[config.mk]
export PLATFORM = sky130hd
export DESIGN_NAME = tt_cmd_fifo
export DESIGN_NICKNAME = d
export VERILOG_FILES = /design/src/tt_pkg.sv /design/src/tt_cmd_fifo.sv
export VERILOG_INCLUDE_DIRS = /design/src /design/src/src
export SDC_FILE = /design/constraint.sdc
export NUM_CORES = 1
export LEC_CHECK = 0
export ABC_AREA = 1
export ABC_CLOCK_PERIOD_IN_PS = 6500
export BUFFER_PORTS_ARGS = -buffer_cell sky130_fd_sc_hd__buf_2
export CAP_MARGIN = 5
export CORE_UTILIZATION = 30
export CTS_CLUSTER_SIZE = 14
export DETAILED_ROUTE_END_ITERATION = 8
export HOLD_SLACK_MARGIN = 0.1
export PLACE_DENSITY = 0.55
export REMOVE_ABC_BUFFERS = 1
export SLEW_MARGIN = 10
export SYNTH_ARGS = -nofsm -noshare
export SYNTH_HDL_FRONTEND = slang
export SYNTH_SLANG_ARGS = --single-unit
[constraint.sdc]
create_clock -name clk -period 6.5 [get_ports clk]
set_clock_uncertainty 0.2 [all_clocks]
set_input_delay 1.3 -clock clk [delete_from_list [all_inputs] [get_ports clk]]
set_output_delay 1.3 -clock clk [all_outputs]
set_load 0.02 [all_outputs]
[src/text_terminal_writer_assert.svh]
// Assertion macros shared by the text terminal writer modules.
// No dependencies; included by files that carry concurrent checks.
`ifndef TEXT_TERMINAL_WRITER_ASSERT_SVH
`define TEXT_TERMINAL_WRITER_ASSERT_SVH

// condition holds at every rising clock edge outside reset
`define TT_ASSERT_ALWAYS(label, clk, rst, cond, msg) \
  label: assert property (@(posedge clk) disable iff (rst) (cond)) else $error(msg);

// consequent holds in the same cycle as the antecedent
`define TT_ASSERT_IMPLY(label, clk, rst, ante, cons, msg) \
  label: assert property (@(posedge clk) disable iff (rst) (ante) |-> (cons)) else $error(msg);

// consequent holds in the cycle after the antecedent
`define TT_ASSERT_NEXT(label, clk, rst, ante, cons, msg) \
  label: assert property (@(posedge clk) disable iff (rst) (ante) |=> (cons)) else $error(msg);

`endif

[src/tt_pkg.sv]
// Package for the text terminal writer: screen geometry, item and command types,
// action codes and back-end states. No dependencies.
`default_nettype none

package tt_pkg;

  // screen geometry
  localparam int SCREEN_COLUMNS = 80;
  localparam int SCREEN_ROWS    = 25;
  localparam int CELL_COUNT     = SCREEN_COLUMNS * SCREEN_ROWS;
  localparam int ADDR_W         = $clog2(CELL_COUNT);

  // field widths of the item ports
  localparam int COL_W  = 7;
  localparam int ROW_W  = 5;
  localparam int CELL_W = 16;

  // character codes and reset color
  localparam logic [7:0] NEWLINE_CODE     = 8'd10;
  localparam logic [7:0] BLANK_CODE       = 8'd32;
  localparam logic [7:0] TEXT_COLOR_RESET = 8'd7;

  // command queue depth
  localparam int FIFO_DEPTH = 2;

  typedef enum logic [1:0] {
    ACT_PUT   = 2'd0,
    ACT_WRITE = 2'd1,
    ACT_CLEAR = 2'd2,
    ACT_READ  = 2'd3
  } action_t;

  typedef struct packed {
    action_t          action;
    logic [7:0]       char_code;
    logic [7:0]       cell_color;
    logic [COL_W-1:0] pos_col;
    logic [ROW_W-1:0] pos_row;
  } in_item_t;

  typedef struct packed {
    logic [ROW_W-1:0]  cursor_row;
    logic [COL_W-1:0]  cursor_col;
    logic [CELL_W-1:0] cell_data;
    logic              scrolled;
  } out_item_t;

  // classified command passed from front to back
  typedef struct packed {
    logic              write_en;
    logic              scroll;
    logic              clear;
    logic              read;
    logic [ROW_W-1:0]  row;
    logic [COL_W-1:0]  col;
    logic [CELL_W-1:0] cell_word;
    logic [ROW_W-1:0]  cursor_row;
    logic [COL_W-1:0]  cursor_col;
  } cmd_t;

  typedef enum logic [1:0] {
    BK_IDLE,
    BK_EXEC,
    BK_FILL,
    BK_DONE
  } back_state_t;

endpackage

`default_nettype wire

[src/tt_cmd_fifo.sv]
// Short command queue between the front and back ends of the terminal writer.
// Depends on tt_pkg and the assertion macro header.
`default_nettype none
`include "text_terminal_writer_assert.svh"

module tt_cmd_fifo
  import tt_pkg::*;
(
  input  logic clk,
  input  logic rst,
  input  logic push,
  input  cmd_t push_cmd,
  input  logic pop,
  output cmd_t head,
  output logic full,
  output logic empty
);

  localparam int PTR_W = (FIFO_DEPTH > 1) ? $clog2(FIFO_DEPTH) : 1;
  localparam int CNT_W = $clog2(FIFO_DEPTH + 1);

  cmd_t             entries [FIFO_DEPTH];
  logic [PTR_W-1:0] wr_ptr;
  logic [PTR_W-1:0] rd_ptr;
  logic [CNT_W-1:0] count;

  assign full  = (count == CNT_W'(FIFO_DEPTH));
  assign empty = (count == '0);
  assign head  = entries[rd_ptr];

  // storage
  always_ff @(posedge clk) begin
    if (push) begin
      entries[wr_ptr] <= push_cmd;
    end
  end

  // pointers and fill level
  always_ff @(posedge clk) begin
    if (rst) begin
      wr_ptr <= '0;
      rd_ptr <= '0;
      count  <= '0;
    end else begin
      if (push) begin
        wr_ptr <= (wr_ptr == PTR_W'(FIFO_DEPTH - 1)) ? '0 : wr_ptr + PTR_W'(1);
      end
      if (pop) begin
        rd_ptr <= (rd_ptr == PTR_W'(FIFO_DEPTH - 1)) ? '0 : rd_ptr + PTR_W'(1);
      end
      if (push && !pop) begin
        count <= count + CNT_W'(1);
      end else if (pop && !push) begin
        count <= count - CNT_W'(1);
      end
    end
  end

  `TT_ASSERT_IMPLY(a_no_push_full, clk, rst, full, !push, "push into full command queue")
  `TT_ASSERT_IMPLY(a_no_pop_empty, clk, rst, empty, !pop, "pop from empty command queue")
  `TT_ASSERT_ALWAYS(a_count_range, clk, rst, count <= CNT_W'(FIFO_DEPTH), "queue count overflow")

endmodule

`default_nettype wire

==> summary.txt <==
CTS
  – CTS clk-pin slew, worst paths: 0.06 ns
  – CTS buffer count: 9
  – Clk root buf: clkbuf_16
  – H-tree Lvls: 3
  – Setup bufs post-CTS: 0
  – TritonCTS clock tree: done
  – Clock latency on the worst-skew pair: 0.32 ns
  – Sinks on Clock Net: 93
  – CTS Hold Bufs: 0
  – Clock Path Buffers: 2
  – CTS resizes: 0

Place
  – Final HPWL DP: 3670 µm
  – Gpl congestion: 0.657
  – Port Buffers: 93
  – Dpl cells: 402

Critical path
  – WP data required: 5.00 ns
  – Reg2Reg Setup Slack: 4.68 ns
  – R2R cell count: 2
  – CP startpoint kind: register
  – Setup CP Type: register to primary output
  – Worst Path Arrival: 1.80 ns
  – FF-to-FF Start: wr_ptr
  – Crit. End Element: primary output
  – Worst reg2reg path endpoint: entries[1][2]
  – Highest fanout seen on the critical path: 44

Logic synthesis
  – Post-synthesis average cell area: 21.2 µm²
  – Post-synth EDFFs: 88
  – Yosys warnings: 0
  – Post-synth top cells: edfxtp_1, mux2_4, inv_1
  – Post-synth top flop: edfxtp_1
  – Post-synth ARST share: 0
  – Gate Count Post-Synth: 170
  – Top-count cell post-synth: edfxtp_1
  – Sequential element share of the synthesized area: 0.761
  – Top-area cell type share of the netlist area: 0.733
  – Synthesized cell area: 3610 µm²
  – Area contributors post-synth: edfxtp_1, mux2_4, dfxtp_1
  – Netlist cell types: 16
  – Leading area contributor after synthesis: edfxtp_1
  – Synthesis-stage register bit count: 93

Global routing
  – Total global routing overflow: 0
  – Largest net degree at the start of global routing: 46
  – Global-route wire length before repair: 9130 µm
  – Initial antenna violation count: 0
  – Vias in the first global route: 1808
  – Total GRT Usage: 0.0983

Hold path
  – Hold Crit Endpoint: rd_ptr
  – Hold crit path type: register to register
  – Hold Path Cell Cnt: 2
  – Hold path start: rd_ptr

Pwr
  – Sw Share: 0.216
  – Cell Pwr Density: 314 nW/µm²
  – Flop pwr share: 0.508
  – P_sw: 304 µW
  – Power consumption: 1410 µW
  – VDD IR max: 0.000131 V
  – Comb power frac: 0.115
  – Int Pwr: 1100 µW
  – Clock share of power: 0.377
  – Static Leak: 0.00179 µW

Die
  – Die area: 12500 µm²
  – Die Y: 112 µm
  – Starting Density: 0.312
  – Die span in x: 112 µm
  – Rows: 39
  – # IOs: 94
  – Core area: 11600 µm²

Timing
  – Fmax: 303 MHz
  – Worst slew margin: 0.314
  – Post-route setup TNS: 0 ns
  – Final hold slack: 0.315 ns
  – RSZ-0062 raised after global routing: false
  – Final Hold Vio Count: 0
  – Tcrit/Tclk final: 0.507
  – Fin crit period: 3.30 ns
  – Max Slew Vio Count: 0
  – Slew @ Worst Pin: 1.03 ns
  – Final setup vio count: 0

Drt
  – WL/cell: 13.6 µm
  – Vias: 1755
  – Remaining antenna violation count: 0
  – Final wirelength: 5700 µm
  – Initial DRC Count: 51
  – First-pass iteration count of the detailed router: 8
  – DRC violations left: 3
  – Via density per instance: 4.20

Layout
  – Area grow syn2layout: 24.4%
  – Ant. Diodes: 0
  – Final std cells w/o fill: 418
  – Layout net count: 319
  – Ratio of cells with drive above 1 in the final layout: 0.560

Run status
  – Outcome: finished with violations
  – Failing checks: design-rule violations

Flow run
  – Max-Cap Viols: 0
==> worst max-delay path by stage <==
| stage | from | slack, ns | cells after the start | to |
|---|---|---|---|---|
| after global routing | register | 3.10 | 2 | head[23] |
| after detailed placement | register | 3.50 | 2 | head[23] |
| after CTS | register | 3.13 | 2 | head[23] |
| after global placement | register | 3.50 | 2 | head[28] |
| after floorplan | push | 2.66 | 2 | entries[0][0] |
| final | register | 3.20 | 2 | head[29] |
==> flip-flops by register name, summed over array words and instances, names as in the netlist, named ones only <==
name and cells:
entries 88, count 2, rd_ptr 1, wr_ptr 1
==> metal layers <==
metal / up-vias / wire (µm) / GRT usage
met1: 845 / 2430 / 0.114
met4: 0 / 104 / 0.0595
met3: 10 / 311 / 0.0278
met5: - / 0 / 0
li1: 844 / - / -
met2: 56 / 2850 / 0.161
==> layout make-up <==
class | count | area (µm²)
inverters | 9 | 33.8
flip-flops and latches | 93 | 2750
clock buffers | 10 | 229
fillers | 1081 | 7080
clock inverters | 6 | 77.6
multi-input cells | 63 | 746
repair buffers | 94 | 473
well taps | 143 | 179
==> stage by stage <==
step                instance area, µm²  worst slack, ns   util
floorplan                         3510             2.66      -
global placement                  4180             3.50  0.361
detailed placement                4180             3.50  0.361
CTS                               4480             3.13  0.388
global route                      4480             3.10  0.388
finish                            4480             3.20  0.388
==> layout by cell type (no fill, tap or decap), types with 4 or more instances in the layout <==
master / count
buf_2: 93
edfxtp_1: 88
mux2_4: 40
clkbuf_16: 9
inv_1: 8
nor2_1: 6
nand2_1: 5
mux2_2: 4
dfxtp_1: 4
==> critical path, cell delays in order (launching register included) <==
cell	delay, ns
dfxtp_4	0.89
mux2_2	0.40
buf_2	0.15
==> power by group through the flow <==
stage | Sequential (µW) | Combinational, µW | Clock, µW
3_5_place_dp | 730 | 165 | 0
6_report | 715 | 162 | 531
4_1_cts | 717 | 165 | 551
2_1_floorplan | 724 | 113 | 0
3_3_place_gp | 728 | 163 | 0
5_1_grt | 720 | 174 | 577
==> cells by family after synthesis <==
kind of cell               count (synthesis)  synth area share
adders and majority gates                  1           0.00347
buffers and inverters                     14            0.0347
and+or+nand+nor                           15            0.0170
AOI/OAI and AO/OA                          2           0.00277
DFF                                       93             0.761
muxes                                     44             0.179
xor gates and xnor gates                   1           0.00243
No activity file was read; power rests on OpenSTA's default activity.
