--- src/text_terminal_writer_assert.svh ---
// Assertion macros shared by the text terminal writer modules.
// No dependencies; included by files that carry concurrent checks.
`ifndef TEXT_TERMINAL_WRITER_ASSERT_SVH
`define TEXT_TERMINAL_WRITER_ASSERT_SVH

// condition holds at every rising clock edge outside reset
`define TT_ASSERT_ALWAYS(label, clk, rst, cond, msg) \
  label: assert property (@(posedge clk) disable iff (rst) (cond)) else $error(msg);

// consequent holds in the same cycle as the antecedent
`define TT_ASSERT_IMPLY(label, clk, rst, ante, cons, msg) \
  label: assert property (@(posedge clk) disable iff (rst) (ante) |-> (cons)) else $error(msg);

// consequent holds in the cycle after the antecedent
`define TT_ASSERT_NEXT(label, clk, rst, ante, cons, msg) \
  label: assert property (@(posedge clk) disable iff (rst) (ante) |=> (cons)) else $error(msg);

`endif

--- src/tt_pkg.sv ---
// Package for the text terminal writer: screen geometry, item and command types,
// action codes and back-end states. No dependencies.
`default_nettype none

package tt_pkg;

  // screen geometry
  localparam int SCREEN_COLUMNS = 80;
  localparam int SCREEN_ROWS    = 25;
  localparam int CELL_COUNT     = SCREEN_COLUMNS * SCREEN_ROWS;
  localparam int ADDR_W         = $clog2(CELL_COUNT);

  // field widths of the item ports
  localparam int COL_W  = 7;
  localparam int ROW_W  = 5;
  localparam int CELL_W = 16;

  // character codes and reset color
  localparam logic [7:0] NEWLINE_CODE     = 8'd10;
  localparam logic [7:0] BLANK_CODE       = 8'd32;
  localparam logic [7:0] TEXT_COLOR_RESET = 8'd7;

  // command queue depth
  localparam int FIFO_DEPTH = 2;

  typedef enum logic [1:0] {
    ACT_PUT   = 2'd0,
    ACT_WRITE = 2'd1,
    ACT_CLEAR = 2'd2,
    ACT_READ  = 2'd3
  } action_t;

  typedef struct packed {
    action_t          action;
    logic [7:0]       char_code;
    logic [7:0]       cell_color;
    logic [COL_W-1:0] pos_col;
    logic [ROW_W-1:0] pos_row;
  } in_item_t;

  typedef struct packed {
    logic [ROW_W-1:0]  cursor_row;
    logic [COL_W-1:0]  cursor_col;
    logic [CELL_W-1:0] cell_data;
    logic              scrolled;
  } out_item_t;

  // classified command passed from front to back
  typedef struct packed {
    logic              write_en;
    logic              scroll;
    logic              clear;
    logic              read;
    logic [ROW_W-1:0]  row;
    logic [COL_W-1:0]  col;
    logic [CELL_W-1:0] cell_word;
    logic [ROW_W-1:0]  cursor_row;
    logic [COL_W-1:0]  cursor_col;
  } cmd_t;

  typedef enum logic [1:0] {
    BK_IDLE,
    BK_EXEC,
    BK_FILL,
    BK_DONE
  } back_state_t;

endpackage

`default_nettype wire

--- src/tt_front.sv ---
// Front end: accepts items, tracks the cursor and the text color register,
// and turns each item into a command for the queue. Depends on tt_pkg.
`default_nettype none

module tt_front
  import tt_pkg::*;
(
  input  logic       clk,
  input  logic       rst,
  input  logic       in_valid,
  output logic       in_stall,
  input  in_item_t   in_item,
  input  logic       cfg_wen,
  input  logic [7:0] cfg_wdata,
  output logic [7:0] text_color,
  input  logic       full,
  output logic       push,
  output cmd_t       cmd
);

  logic [ROW_W-1:0] cursor_row;
  logic [ROW_W-1:0] cursor_row_next;
  logic [COL_W-1:0] cursor_col;
  logic [COL_W-1:0] cursor_col_next;
  logic             in_range;
  logic             last_row;
  logic             last_col;

  // handshake: stall only when the queue is full
  assign in_stall = full;
  assign push     = in_valid && !full;

  assign in_range = (in_item.pos_col < COL_W'(SCREEN_COLUMNS)) &&
                    (in_item.pos_row < ROW_W'(SCREEN_ROWS));
  assign last_row = (cursor_row == ROW_W'(SCREEN_ROWS - 1));
  assign last_col = (cursor_col == COL_W'(SCREEN_COLUMNS - 1));

  // classify the item and step the cursor
  always_comb begin
    cursor_row_next = cursor_row;
    cursor_col_next = cursor_col;
    cmd             = '0;
    unique case (in_item.action)
      ACT_PUT: begin
        if (in_item.char_code == NEWLINE_CODE) begin
          cursor_col_next = '0;
          if (last_row) begin
            cmd.scroll = 1'b1;
          end else begin
            cursor_row_next = cursor_row + ROW_W'(1);
          end
        end else begin
          cmd.write_en  = 1'b1;
          cmd.row       = cursor_row;
          cmd.col       = cursor_col;
          cmd.cell_word = {text_color, in_item.char_code};
          if (last_col) begin
            cursor_col_next = '0;
            if (last_row) begin
              cmd.scroll = 1'b1;
            end else begin
              cursor_row_next = cursor_row + ROW_W'(1);
            end
          end else begin
            cursor_col_next = cursor_col + COL_W'(1);
          end
        end
      end
      ACT_WRITE: begin
        cmd.write_en  = in_range;
        cmd.row       = in_item.pos_row;
        cmd.col       = in_item.pos_col;
        cmd.cell_word = {in_item.cell_color, in_item.char_code};
      end
      ACT_CLEAR: begin
        cmd.clear       = 1'b1;
        cursor_row_next = '0;
        cursor_col_next = '0;
      end
      ACT_READ: begin
        cmd.read = in_range;
        cmd.row  = in_item.pos_row;
        cmd.col  = in_item.pos_col;
      end
      default: begin
        cmd = '0;
      end
    endcase
    cmd.cursor_row = cursor_row_next;
    cmd.cursor_col = cursor_col_next;
  end

  // cursor and color registers
  always_ff @(posedge clk) begin
    if (rst) begin
      cursor_row <= '0;
      cursor_col <= '0;
      text_color <= TEXT_COLOR_RESET;
    end else begin
      if (push) begin
        cursor_row <= cursor_row_next;
        cursor_col <= cursor_col_next;
      end
      if (cfg_wen) begin
        text_color <= cfg_wdata;
      end
    end
  end

endmodule

`default_nettype wire

--- config.mk ---
export PLATFORM = sky130hd
export DESIGN_NAME = tt_front
export DESIGN_NICKNAME = d
export VERILOG_FILES = /design/src/text_terminal_writer_assert.svh /design/src/tt_pkg.sv /design/src/tt_front.sv
export SDC_FILE = /design/constraint.sdc
export NUM_CORES = 1
export LEC_CHECK = 0
export ABC_CLOCK_PERIOD_IN_PS = 1700
export BUFFER_PORTS_ARGS = -buffer_cell sky130_fd_sc_hd__buf_2
export CAP_MARGIN = 20
export CORE_ASPECT_RATIO = 1.4
export CORE_MARGIN = 2
export CORE_UTILIZATION = 39
export CTS_CLUSTER_DIAMETER = 40
export DETAILED_ROUTE_END_ITERATION = 6
export PLACE_DENSITY = 0.77
export SETUP_SLACK_MARGIN = 0.2
export SYNTH_ARGS = -nofsm -noshare
export SYNTH_HDL_FRONTEND = slang
export SYNTH_SLANG_ARGS = --single-unit
export TNS_END_PERCENT = 50
--- constraint.sdc ---
create_clock -name clk -period 1.7 [get_ports clk]
set_clock_uncertainty 0.1 [all_clocks]
set_input_delay 0.17 -clock clk [delete_from_list [all_inputs] [get_ports clk]]
set_output_delay 0.17 -clock clk [all_outputs]
set_load 0.1 [all_outputs]
==> results.py, run 1 <==
metrics = {
    "outcome": {
        "outcome": "finished, violations left",
        "violations": "design-rule violations, negative setup slack",
    },
    "global_route": {
        "grt.total_usage_pct": 35.80,
        "antenna_found_initial": 0,
        "grt_pass1_wl_um": 12290,
        "grt_pass1_vias": 2393,
        "gr-total-overflow": 0,
        "grt_max_degree": 23,
    },
    "sta": {
        "final-setup-viol-count": 48,
        "worst_pin_slew_ns": 0.5042,
        "slew_headroom_pct": 66.62,
        "hold_viol_final": 0,
        "drv_slew": 0,
        "rsz0062_at_grt": "yes",
        "min_period_over_period_pct": 141.5,
        "fin_setup_tns_ns": -19.49,
        "fmax_mhz": 415.8,
        "fin_crit_ns": 2.405,
        "final.setup.worst_slack_ns": -0.7051,
    },
    "yosys": {
        "netlist_top_cells_area": "dfxtp_1, a22o_1, nor2_1, nand2_1, nor2b_1",
        "ys_types": 47,
        "ys.flop_type": "dfxtp_1",
        "synth-edff-count": 0,
        "yosysSeqAreaShare_pct": 25.81,
        "synth_area_um2": 1551,
        "synth-seq-cells": 20,
        "yosysTopAreaCell": "dfxtp_1",
        "synth_top_cell_area_share_pct": 25.81,
        "yosysWarningCount": 0,
        "avgSynthCellArea_um2": 7.719,
        "async_reset_ff_share_pct": 0,
        "syn_inst": 201,
        "syn_nets": 247,
    },
    "critical_path": {
        "worstPathMaxFanout": 3,
        "crit_required_ns": 1.43,
        "r2r_slack_ns": -0.52,
        "arrival_ns": 2.14,
        "start_kind": "flop",
        "end_kind": "output pin",
        "crit_type": "flop to output pin",
    },
    "routing": {
        "drtIter0Drc": 240,
        "drtPass1Iterations": 7,
        "wl_um": 10040,
        "route.vias.total": 2625,
        "drc": 9,
        "vias_per_cell": 6.731,
        "ant_nets": 0,
        "wl_per_cell_um": 25.74,
    },
    "clock_tree": {
        "cts_max_level": 1,
        "clk_path_buf_depth": 2,
        "clk_latency_ns": 0.27,
        "cts_buffers": 3,
        "cts_tree": "done",
        "cts.sinks": 20,
        "cts_root_buf": "clkbuf_8",
        "clk_pin_slew_ns": 0.08,
    },
    "min_path": {
        "hold_path.class": "input port to flop",
    },
    "place": {
        "place.gp.congestion": 0.8984,
        "dp_hpwl_um": 4644,
        "io_buffers": 96,
    },
    "power": {
        "p_per_area_nw_per_um2": 545.6,
        "irDropWorstVdd_mv": 0.7816,
        "power_uw": 1968,
        "p_leak_uw": 0.001642,
    },
    "finish": {
        "finalNetCount": 394,
        "drive_gt1_share_pct": 63.40,
        "antenna_cells": 0,
        "mostFrequentLayoutCells": "buf_2, buf_4, buf_12, nand2_1, nor2_1",
        "syn_to_final_growth_pct": 132.4,
        "layout.cells.most_common": "buf_2",
    },
    "flow_run": {
        "maxCapViolations": 0,
    },
    "die": {
        "dieWidth_um": 57.31,
        "start_util_pct": 39.94,
        "die_h_um": 78.63,
        "rows": 27,
        "coreArea_um2": 3885,
        "die-area_um2": 4506,
        "io_pins": 97,
    },
}
## metal layers
layer,global-route usage [%],wire length (µm),up-vias
li1,-,-,1039
met1,37.43,3228,1210
met2,66.09,4807,277
met3,4.448,1084,99
met4,21.40,921,0
met5,0,0,-
## layout make-up
class / instances / area (µm²)
Timing Repair Buffer: 156 / 1579
Tap cell: 43 / 53.80
Multi-Input combinational cell: 162 / 1476
Inverter: 5 / 18.77
Sequential cell: 20 / 406.6
Clock buffer: 3 / 41.29
Clock inverter: 1 / 30.03
Fill cell: 136 / 279.0
## cell usage after synthesis, types with 2 or more instances
master / count
mux2i_1: 5
and3_1: 2
a31oi_1: 6
nor4_1: 2
inv_1: 4
or3_1: 2
ha_1: 3
and4b_1: 2
a31o_2: 2
a21oi_1: 5
nor3_1: 7
nor3b_1: 2
o21ai_0: 7
a21o_1: 2
a211o_1: 3
nor2b_1: 9
xor2_1: 2
buf_2: 2
a22o_1: 23
buf_4: 2
o211ai_1: 3
nand2_1: 19
xnor2_1: 3
nor2_1: 22
nand3_1: 10
dfxtp_1: 20
clkbuf_1: 12
## sequential cells by signal, indices dropped and copies added, names as in the netlist
register / count
cursor_row: 5
text_color: 8
cursor_col: 7
## cells by family (layout without fill, tap and decap cells)
kind of cell | count (synthesis) | count (layout) | synth area share [%]
compound gates | 59 | 59 | 29.03
buf+inv | 22 | 165 | 5.967
flops | 20 | 20 | 25.81
xor+xnor | 5 | 5 | 2.823
mux | 6 | 6 | 3.952
simple gates | 86 | 89 | 30.00
fa+ha+maj | 3 | 3 | 2.420
## critical path, cell delays in order, from the launching register on
cell	delay [ns]
dfxtp_2	0.36
nor4bb_4	0.39
and3_4	0.28
o22ai_2	0.12
or3_1	0.33
o211ai_1	0.13
clkbuf_16	0.25
## worst paths after layout
kind / cells past startpoint / startpoint / to
worst min-delay path: 2 / cfg_wdata[0] / text_color[0]
worst min register to register: 2 / text_color[7] / text_color[7]
worst max-delay path: 6 / cursor_col[2] / cmd[7]
worst max register to register: 7 / cursor_col[2] / cursor_row[4]
## report_power, final
group	switching, µW	internal, µW
Sequential	11.1	481
Combinational	668	313
Clock	179	315
Total	859	1110
## per-stage QoR
step	util [%]	setup WS [ns]	instances	instance area [µm²]	hold WS (ns)
2_1_floorplan	-	-0.8193	201	1873	0.1924
6_report	92.82	-0.7051	390	3606	0.004249
3_5_place_dp	81.13	-0.4076	364	3152	0.2880
5_1_grt	92.82	-0.7656	390	3606	0.01022
3_3_place_gp	81.13	-0.3895	364	3152	0.2746
4_1_cts	87.63	-0.5899	375	3405	0.006418
## repair_timing
action	4_1_cts	5_1_grt
setup buffers	5	14
gates resized for setup	32	21
pin swaps	23	24
endpoints found under the setup margin	49	48
hold buffers	0	0
cloned	2	1
No activity file was read; power rests on OpenSTA's default activity.
==> inputs of run 2 (changes only) <==
Settings changed: ABC_AREA from default to 1, CAP_MARGIN 20 to 0.
==> results.py, run 2 <==
metrics = {
    "yosys": {
        "synth-seq-cells": 20,
        "synth_top_family_by_area": "simple AND/OR/NAND/NOR gates",
        "synth_area_um2": 1540,
        "syn_inst": 240,
        "ys.flop_type": "dfxtp_1",
        "yosysTopAreaCell": "dfxtp_1",
        "synth_top_cell_area_share_pct": 26.00,
        "yosysWarningCount": 0,
        "synth_compound_area_share_pct": 21.20,
        "syn_nets": 286,
        "yosysMostFrequentCell": "inv_1",
        "yosys-mux-area-fraction_pct": 0,
        "async_reset_ff_share_pct": 0,
        "netlist_top_cells_area": "dfxtp_1, inv_1, nand2_1, o21ai_0, nor2_1",
        "ys_types": 29,
        "ys_top_cells_by_count": "inv_1, nand2_1, nor2_1",
        "synthAdderAreaFrac_pct": 2.437,
        "avgSynthCellArea_um2": 6.418,
        "yosysSeqAreaShare_pct": 26.00,
        "synth-simple-area-share_pct": 32.90,
        "synth_xor_area_share_pct": 2.843,
        "synth-edff-count": 0,
    },
    "clock_tree": {
        "cts_max_level": 1,
        "ctsHoldBuffers": 0,
        "clk_pin_slew_ns": 0.08,
        "cts_buffers": 3,
        "cts.sinks": 20,
        "cts_tree": "done",
        "clk_path_buf_depth": 2,
        "clk_latency_ns": 0.27,
        "cts_root_buf": "clkbuf_8",
    },
    "routing": {
        "dr_wl_met2_um": 5497,
        "vias_per_cell": 6.447,
        "drtPass1Iterations": 5,
        "drc": 0,
        "ant_nets": 0,
        "route.vias.total": 2682,
        "drtIter0Drc": 216,
        "wl_um": 11290,
        "wl_met3_um": 1167,
        "wirelength_met1_um": 3445,
        "wl_per_cell_um": 27.14,
        "highest_layer": "met4",
    },
    "critical_path": {
        "worstPathMaxFanout": 5,
        "reg2regPathDepth": 9,
        "slowest_delay_ns": 0.44,
        "crit_required_ns": 1.43,
        "path_cells": "ha_1 -> nand3_1 -> xor2_1 -> nand3_1 -> nand3_2 -> nand2_2 -> buf_12",
        "crit_buf_inv": 1,
        "slowest_stage": "xor2_1",
        "start_kind": "flop",
        "crit_type": "flop to output pin",
        "regToRegStartpoint": "cursor_row[0]",
        "critPathTopFamily": "simple AND/OR/NAND/NOR gates",
        "cp.depth": 7,
        "arrival_ns": 2.04,
        "r2r_slack_ns": -0.33,
        "end_kind": "output pin",
        "critPathMostFrequentCell": "nand3_1",
        "r2r_end": "cursor_row[4]",
    },
    "finish": {
        "top_regs": "text_color x8, cursor_col x7, cursor_row x5",
        "largest_reg_flops": 8,
        "mostFrequentLayoutCells": "buf_2, buf_12, buf_4, inv_1, nand2_1",
        "design_area_um2": 3780,
        "nFillCells": 42,
        "antenna_cells": 0,
        "drive_gt1_share_pct": 65.95,
        "layout.cells.most_common": "buf_2",
        "finalNetCount": 420,
        "syn_to_final_growth_pct": 145.4,
        "largest_register": "text_color",
    },
    "global_route": {
        "grt_max_degree": 14,
        "grt.total_usage_pct": 34.39,
        "grt_pass1_vias": 2513,
        "gr-total-overflow": 0,
        "grt_pass1_wl_um": 12130,
        "antenna_found_initial": 0,
    },
    "place": {
        "io_buffers": 96,
        "place_ws_ns": -0.03941,
        "place_area_um2": 2997,
        "dp_hpwl_um": 4550,
        "place.gp.congestion": 0.9168,
    },
    "outcome": {
        "outcome": "finished, violations left",
        "violations": "negative setup slack",
    },
    "sta": {
        "final-setup-viol-count": 18,
        "fin_setup_tns_ns": -5.520,
        "fmax_mhz": 433.3,
        "rsz0062_at_grt": "yes",
        "hold_viol_final": 0,
        "worst_pin_slew_ns": 0.5223,
        "fin_crit_ns": 2.308,
        "final.setup.worst_slack_ns": -0.6079,
        "min_period_over_period_pct": 135.8,
        "slew_headroom_pct": 65.14,
        "drv_slew": 0,
    },
    "die": {
        "coreArea_um2": 3851,
        "die_h_um": 78.36,
        "io_pins": 97,
        "rows": 27,
        "start_util_pct": 39.99,
        "dieWidth_um": 57.11,
        "die-area_um2": 4475,
    },
    "power": {
        "p_leak_uw": 0.001744,
        "p_per_area_nw_per_um2": 646.6,
        "irDropWorstVdd_mv": 0.7941,
        "power_uw": 2444,
    },
    "min_path": {
        "min-delay-start": "cfg_wdata[7]",
        "hold_path.class": "input port to flop",
        "hold-path-endpoint": "text_color[7]",
        "hold_depth": 3,
    },
    "flow_run": {
        "maxCapViolations": 0,
    },
}
[run 2: cell types whose count changed after synthesis, moves of 7 or more]
cell,before,now
inv_1,4,39
o21ai_0,7,24
nand2_1,19,35
a22o_1,23,8
nand3_1,10,20
nor2b_1,9,0
a21oi_1,5,13
clkbuf_1,12,4
nand2_2,0,7
nor2_1,22,29
[run 2: worst max-delay path by stage]
| stage | end | startpoint | slack (ns) |
|---|---|---|---|
| detailed placement | cmd[7] | cursor_col[1] | -0.04 |
| global route | cmd[11] | cursor_row[0] | -0.61 |
| floorplan | cmd[22] | text_color[2] | -0.13 |
| CTS | cmd[7] | cursor_col[1] | -0.30 |
| finish | cmd[11] | cursor_row[0] | -0.61 |
| global placement | cmd[7] | cursor_col[0] | 0.02 |
[run 2: logic make-up after synthesis]
family,count (synthesis)
flops,20
xor+xnor,5
compound gates,55
buf+inv,53
simple gates,104
fa+ha+maj,3
[run 2: where the power goes]
group | internal (µW) | total [µW] | switching, µW
Combinational | 498 | 1520 | 1020
Clock | 207 | 383 | 177
Sequential | 499 | 543 | 44.5
[run 2: final cells by class]
| type | instances | area [µm²] | share of cell area (%) |
|---|---|---|---|
| clock buffers | 4 | 55.05 | 1.456 |
| well taps | 43 | 53.80 | 1.423 |
| repair inverters | 1 | 16.27 | 0.4303 |
| inverters | 42 | 198.9 | 5.263 |
| flip-flops and latches | 20 | 425.4 | 11.25 |
| repair buffers | 139 | 1584 | 41.91 |
| multi-input cells | 167 | 1446 | 38.27 |
[run 2: repair_timing]
item	4_1_cts	5_1_grt
endpoints found under the setup margin	43	46
gates resized for setup	49	66
pin swaps	20	38
buffers inserted	14	9
cloned	2	0
[run 2: worst min-delay path: stages]
cell	delay, ns
buf_2	0.08
nor2_1	0.03
nor2_1	0.08
[run 2: per-layer routing]
layer  vias to the layer above  GRT usage, %
met4                         0         19.30
li1                       1042             -
met1                      1220         35.33
met3                       122         6.919
met2                       298         62.99
met5                         -             0
[run 2: metrics by stage]
step,utilization (%),cells,hold WS [ns]
after detailed placement,77.81,387,0.2893
after CTS,88.24,407,0.009368
after global placement,77.81,387,0.2816
after global routing,98.15,416,0.03830
after floorplan,-,240,0.1963
final,98.15,416,0.02613
==> inputs of run 3 (changes only) <==
==> constraint.sdc (replaced) <==
create_clock -name clk -period 1.7 [get_ports clk]
set_clock_uncertainty 0.1 [all_clocks]
set_input_delay 0.34 -clock clk [delete_from_list [all_inputs] [get_ports clk]]
set_output_delay 0.34 -clock clk [all_outputs]
set_load 0.1 [all_outputs]
==> results.py, run 3 <==
metrics = {
    "place": {
        "io_buffers": 96,
        "dp_cells": 417,
        "place_area_um2": 3392,
        "place.gp.congestion": 0.9214,
        "dp_hpwl_um": 5076,
    },
    "yosys": {
        "ys_types": 29,
        "ys.flop_type": "dfxtp_1",
        "synth-simple-area-share_pct": 32.90,
        "synth-seq-cells": 20,
        "async_reset_ff_share_pct": 0,
        "synth_top_family_by_area": "simple AND/OR/NAND/NOR gates",
        "yosys-mux-area-fraction_pct": 0,
        "synth_xor_area_share_pct": 2.843,
        "synth-edff-count": 0,
        "avgSynthCellArea_um2": 6.418,
        "synth_top_cell_area_share_pct": 26.00,
        "yosysMostFrequentCell": "inv_1",
        "synth_compound_area_share_pct": 21.20,
        "synthAdderAreaFrac_pct": 2.437,
        "yosysWarningCount": 0,
        "yosysTopAreaCell": "dfxtp_1",
        "synth_area_um2": 1540,
        "yosysSeqAreaShare_pct": 26.00,
        "syn_nets": 286,
        "netlist_top_cells_area": "dfxtp_1, inv_1, nand2_1, o21ai_0, nor2_1",
        "ys_top_cells_by_count": "inv_1, nand2_1, nor2_1",
        "syn_inst": 240,
    },
    "die": {
        "rows": 27,
        "dieWidth_um": 57.11,
        "die_h_um": 78.36,
        "start_util_pct": 39.99,
        "io_pins": 97,
    },
    "clock_tree": {
        "clk_path_buf_depth": 2,
        "cts_max_level": 1,
        "ctsHoldBuffers": 0,
        "cts_setup_buffers": 18,
        "cts.sinks": 20,
        "cts-resized-gates": 92,
        "cts_buffers": 3,
        "cts_root_buf": "clkbuf_8",
    },
    "outcome": {
        "error_line": "[ERROR DPL-0038] Utilization greater than 100%, impossible to legalize",
        "outcome": "stopped before the end",
        "lastStage": "clock tree synthesis (4_1_cts)",
    },
}
## run 3: logic make-up after synthesis
logic type	count (synthesis)
AO/OA/AOI/OAI	55
XOR/XNOR	5
adder cells (fa/ha/maj)	3
buffers and inverters	53
flip-flops	20
AND/OR/NAND/NOR	104
## run 3: metrics by stage
step           setup WS (ns)  TNS, ns
3_5_place_dp         -0.3123   -7.738
3_3_place_gp         -0.2605   -6.137
2_1_floorplan        -0.3412   -9.599
==> inputs of run 4 (changes only) <==
Settings changed: ABC_CLOCK_PERIOD_IN_PS 1700 to 2210, CORE_ASPECT_RATIO 1.4 to default, CORE_UTILIZATION 39 to 35, CTS_CLUSTER_DIAMETER 40 to default, PLACE_DENSITY 0.77 to default, PLACE_DENSITY_LB_ADDON from default to 0.15, SETUP_SLACK_MARGIN 0.2 to default.
Clock period 1.7 ns to 2.21 ns, I/O delays scaled along.
==> results.py, run 4 (synthesis gave the netlist of run 2 again) <==
metrics = {
    "die": {
        "dieWidth_um": 70.34,
        "die-area_um2": 4947,
        "die_h_um": 70.34,
        "start_util_pct": 35.87,
        "rows": 24,
        "io_pins": 97,
        "coreArea_um2": 4294,
    },
    "clock_tree": {
        "clk_latency_ns": 0.27,
        "cts_root_buf": "clkbuf_8",
        "ctsHoldBuffers": 0,
        "cts_tree": "done",
        "cts.sinks": 20,
        "cts_buffers": 3,
        "cts_max_level": 1,
        "clk_pin_slew_ns": 0.08,
        "clk_path_buf_depth": 2,
    },
    "place": {
        "place_ws_ns": 0.05796,
        "place.gp.congestion": 0.8314,
        "dp_hpwl_um": 4172,
        "dp_cells": 389,
        "io_buffers": 96,
        "place_area_um2": 2913,
    },
    "global_route": {
        "use_met1_pct": 25.24,
        "grt_max_degree": 15,
        "antenna_found_initial": 0,
        "use_met3_pct": 5.051,
        "grt-busiest-layer": "met2",
        "use_met2_pct": 37.42,
        "grt.total_usage_pct": 21.24,
        "grt_pass1_vias": 1827,
        "grt_pass1_wl_um": 8480,
        "gr-total-overflow": 0,
    },
    "sta": {
        "fin_crit_ns": 2.303,
        "final.setup.worst_slack_ns": -0.09304,
        "final-setup-viol-count": 5,
        "fmax_mhz": 434.2,
        "min_period_over_period_pct": 104.2,
        "drv_slew": 0,
        "slew_headroom_pct": 53.66,
        "rsz0062_at_grt": "yes",
        "worst_pin_slew_ns": 0.6892,
        "hold_viol_final": 0,
    },
    "finish": {
        "top_regs": "text_color x8, cursor_col x7, cursor_row x5",
        "drive_gt1_share_pct": 51.83,
        "nFillCells": 323,
        "design_area_um2": 3151,
        "finalNetCount": 402,
        "antenna_cells": 0,
        "largest_register": "text_color",
        "stdcell_count": 407,
        "syn_to_final_growth_pct": 104.5,
        "mostFrequentLayoutCells": "buf_2, buf_12, inv_1, nand2_1, nor2_1",
        "layout.cells.most_common": "buf_2",
        "largest_reg_flops": 8,
    },
    "critical_path": {
        "crit_type": "flop to output pin",
        "start_kind": "flop",
        "slowest_delay_ns": 0.37,
        "crit_required_ns": 1.67,
        "worstPathMaxFanout": 7,
        "slowest_stage": "dfxtp_2",
        "arrival_ns": 1.76,
        "end_kind": "output pin",
        "path_cells": "ha_4 -> nand2_4 -> nor2_4 -> nand3_4 -> nand2_4 -> nand4_1 -> nand3_4 -> clkinvlp_4 -> buf_12",
    },
    "routing": {
        "drtIter0Drc": 52,
        "route.vias.total": 2033,
        "drtPass1Iterations": 4,
        "wl_um": 5503,
        "ant_nets": 0,
        "drc": 0,
        "vias_per_cell": 4.995,
        "wl_per_cell_um": 13.52,
    },
    "flow_run": {
        "maxCapViolations": 0,
    },
    "power": {
        "p_per_area_nw_per_um2": 530.5,
        "irDropWorstVdd_mv": 0.4333,
        "power_uw": 1671,
        "p_leak_uw": 0.001517,
    },
    "min_path": {
        "hold_path.class": "input port to flop",
    },
    "outcome": {
        "outcome": "finished, violations left",
        "violations": "negative setup slack",
    },
}
==> run 4: worst paths after layout <==
| kind | slack, ns | from | cells after the start | end |
|---|---|---|---|---|
| max | -0.09 | cursor_col[1] | 9 | cmd[7] |
| min | 0.28 | cfg_wdata[1] | 3 | text_color[1] |
| max reg2reg | 0.46 | cursor_col[1] | 11 | cursor_row[0] |
| min reg2reg | 0.39 | text_color[1] | 2 | text_color[1] |
==> run 4: where the power goes <==
group | total, µW | switching (µW) | leakage [µW] | internal [µW]
sequential | 408 | 24.0 | 0.000167 | 385
combinational | 977 | 664 | 0.00132 | 314
clock | 285 | 126 | 0.0000288 | 159
==> run 4: stage by stage <==
stage	TNS [ns]	hold WS, ns	util [%]
detailed placement	0	0.3684	67.83
floorplan	-4.281	0.4380	-
global placement	0	0.3603	67.83
finish	-0.2524	0.2769	73.37
CTS	-0.06055	0.2780	70.92
global route	-0.9087	0.3019	73.37
==> run 4: cell type report <==
type                       instances  area, µm²  share of cell area (%)
timing repair buffer             122       1343                   42.61
multi-input combinational        167       1115                   35.39
sequential                        20      406.6                   12.91
inverter                          42      166.4                   5.282
tap                               52      65.06                   2.065
clock buffer                       4      55.05                   1.747
==> run 4: metal layers <==
| metal | share of wire, % | vias up |
|---|---|---|
| li1 | - | 1003 |
| met1 | 40 | 919 |
| met2 | 50 | 106 |
| met3 | 9.1 | 5 |
| met4 | 1.0 | 0 |
| met5 | 0 | - |
==> run 4: critical path, delay by kind of cell (launching register included) <==
family | cells | cell delay (ns)
simple gates | 6 | 0.71
flops | 1 | 0.37
fa+ha+maj | 1 | 0.15
buf+inv | 2 | 0.27
==> run 4: repair_timing <==
| action | in CTS | in global routing |
|---|---|---|
| pin swaps | 7 | 11 |
| buffers inserted | 6 | 8 |
| gates resized for setup | 10 | 12 |
| endpoints found under the setup margin | 11 | 12 |
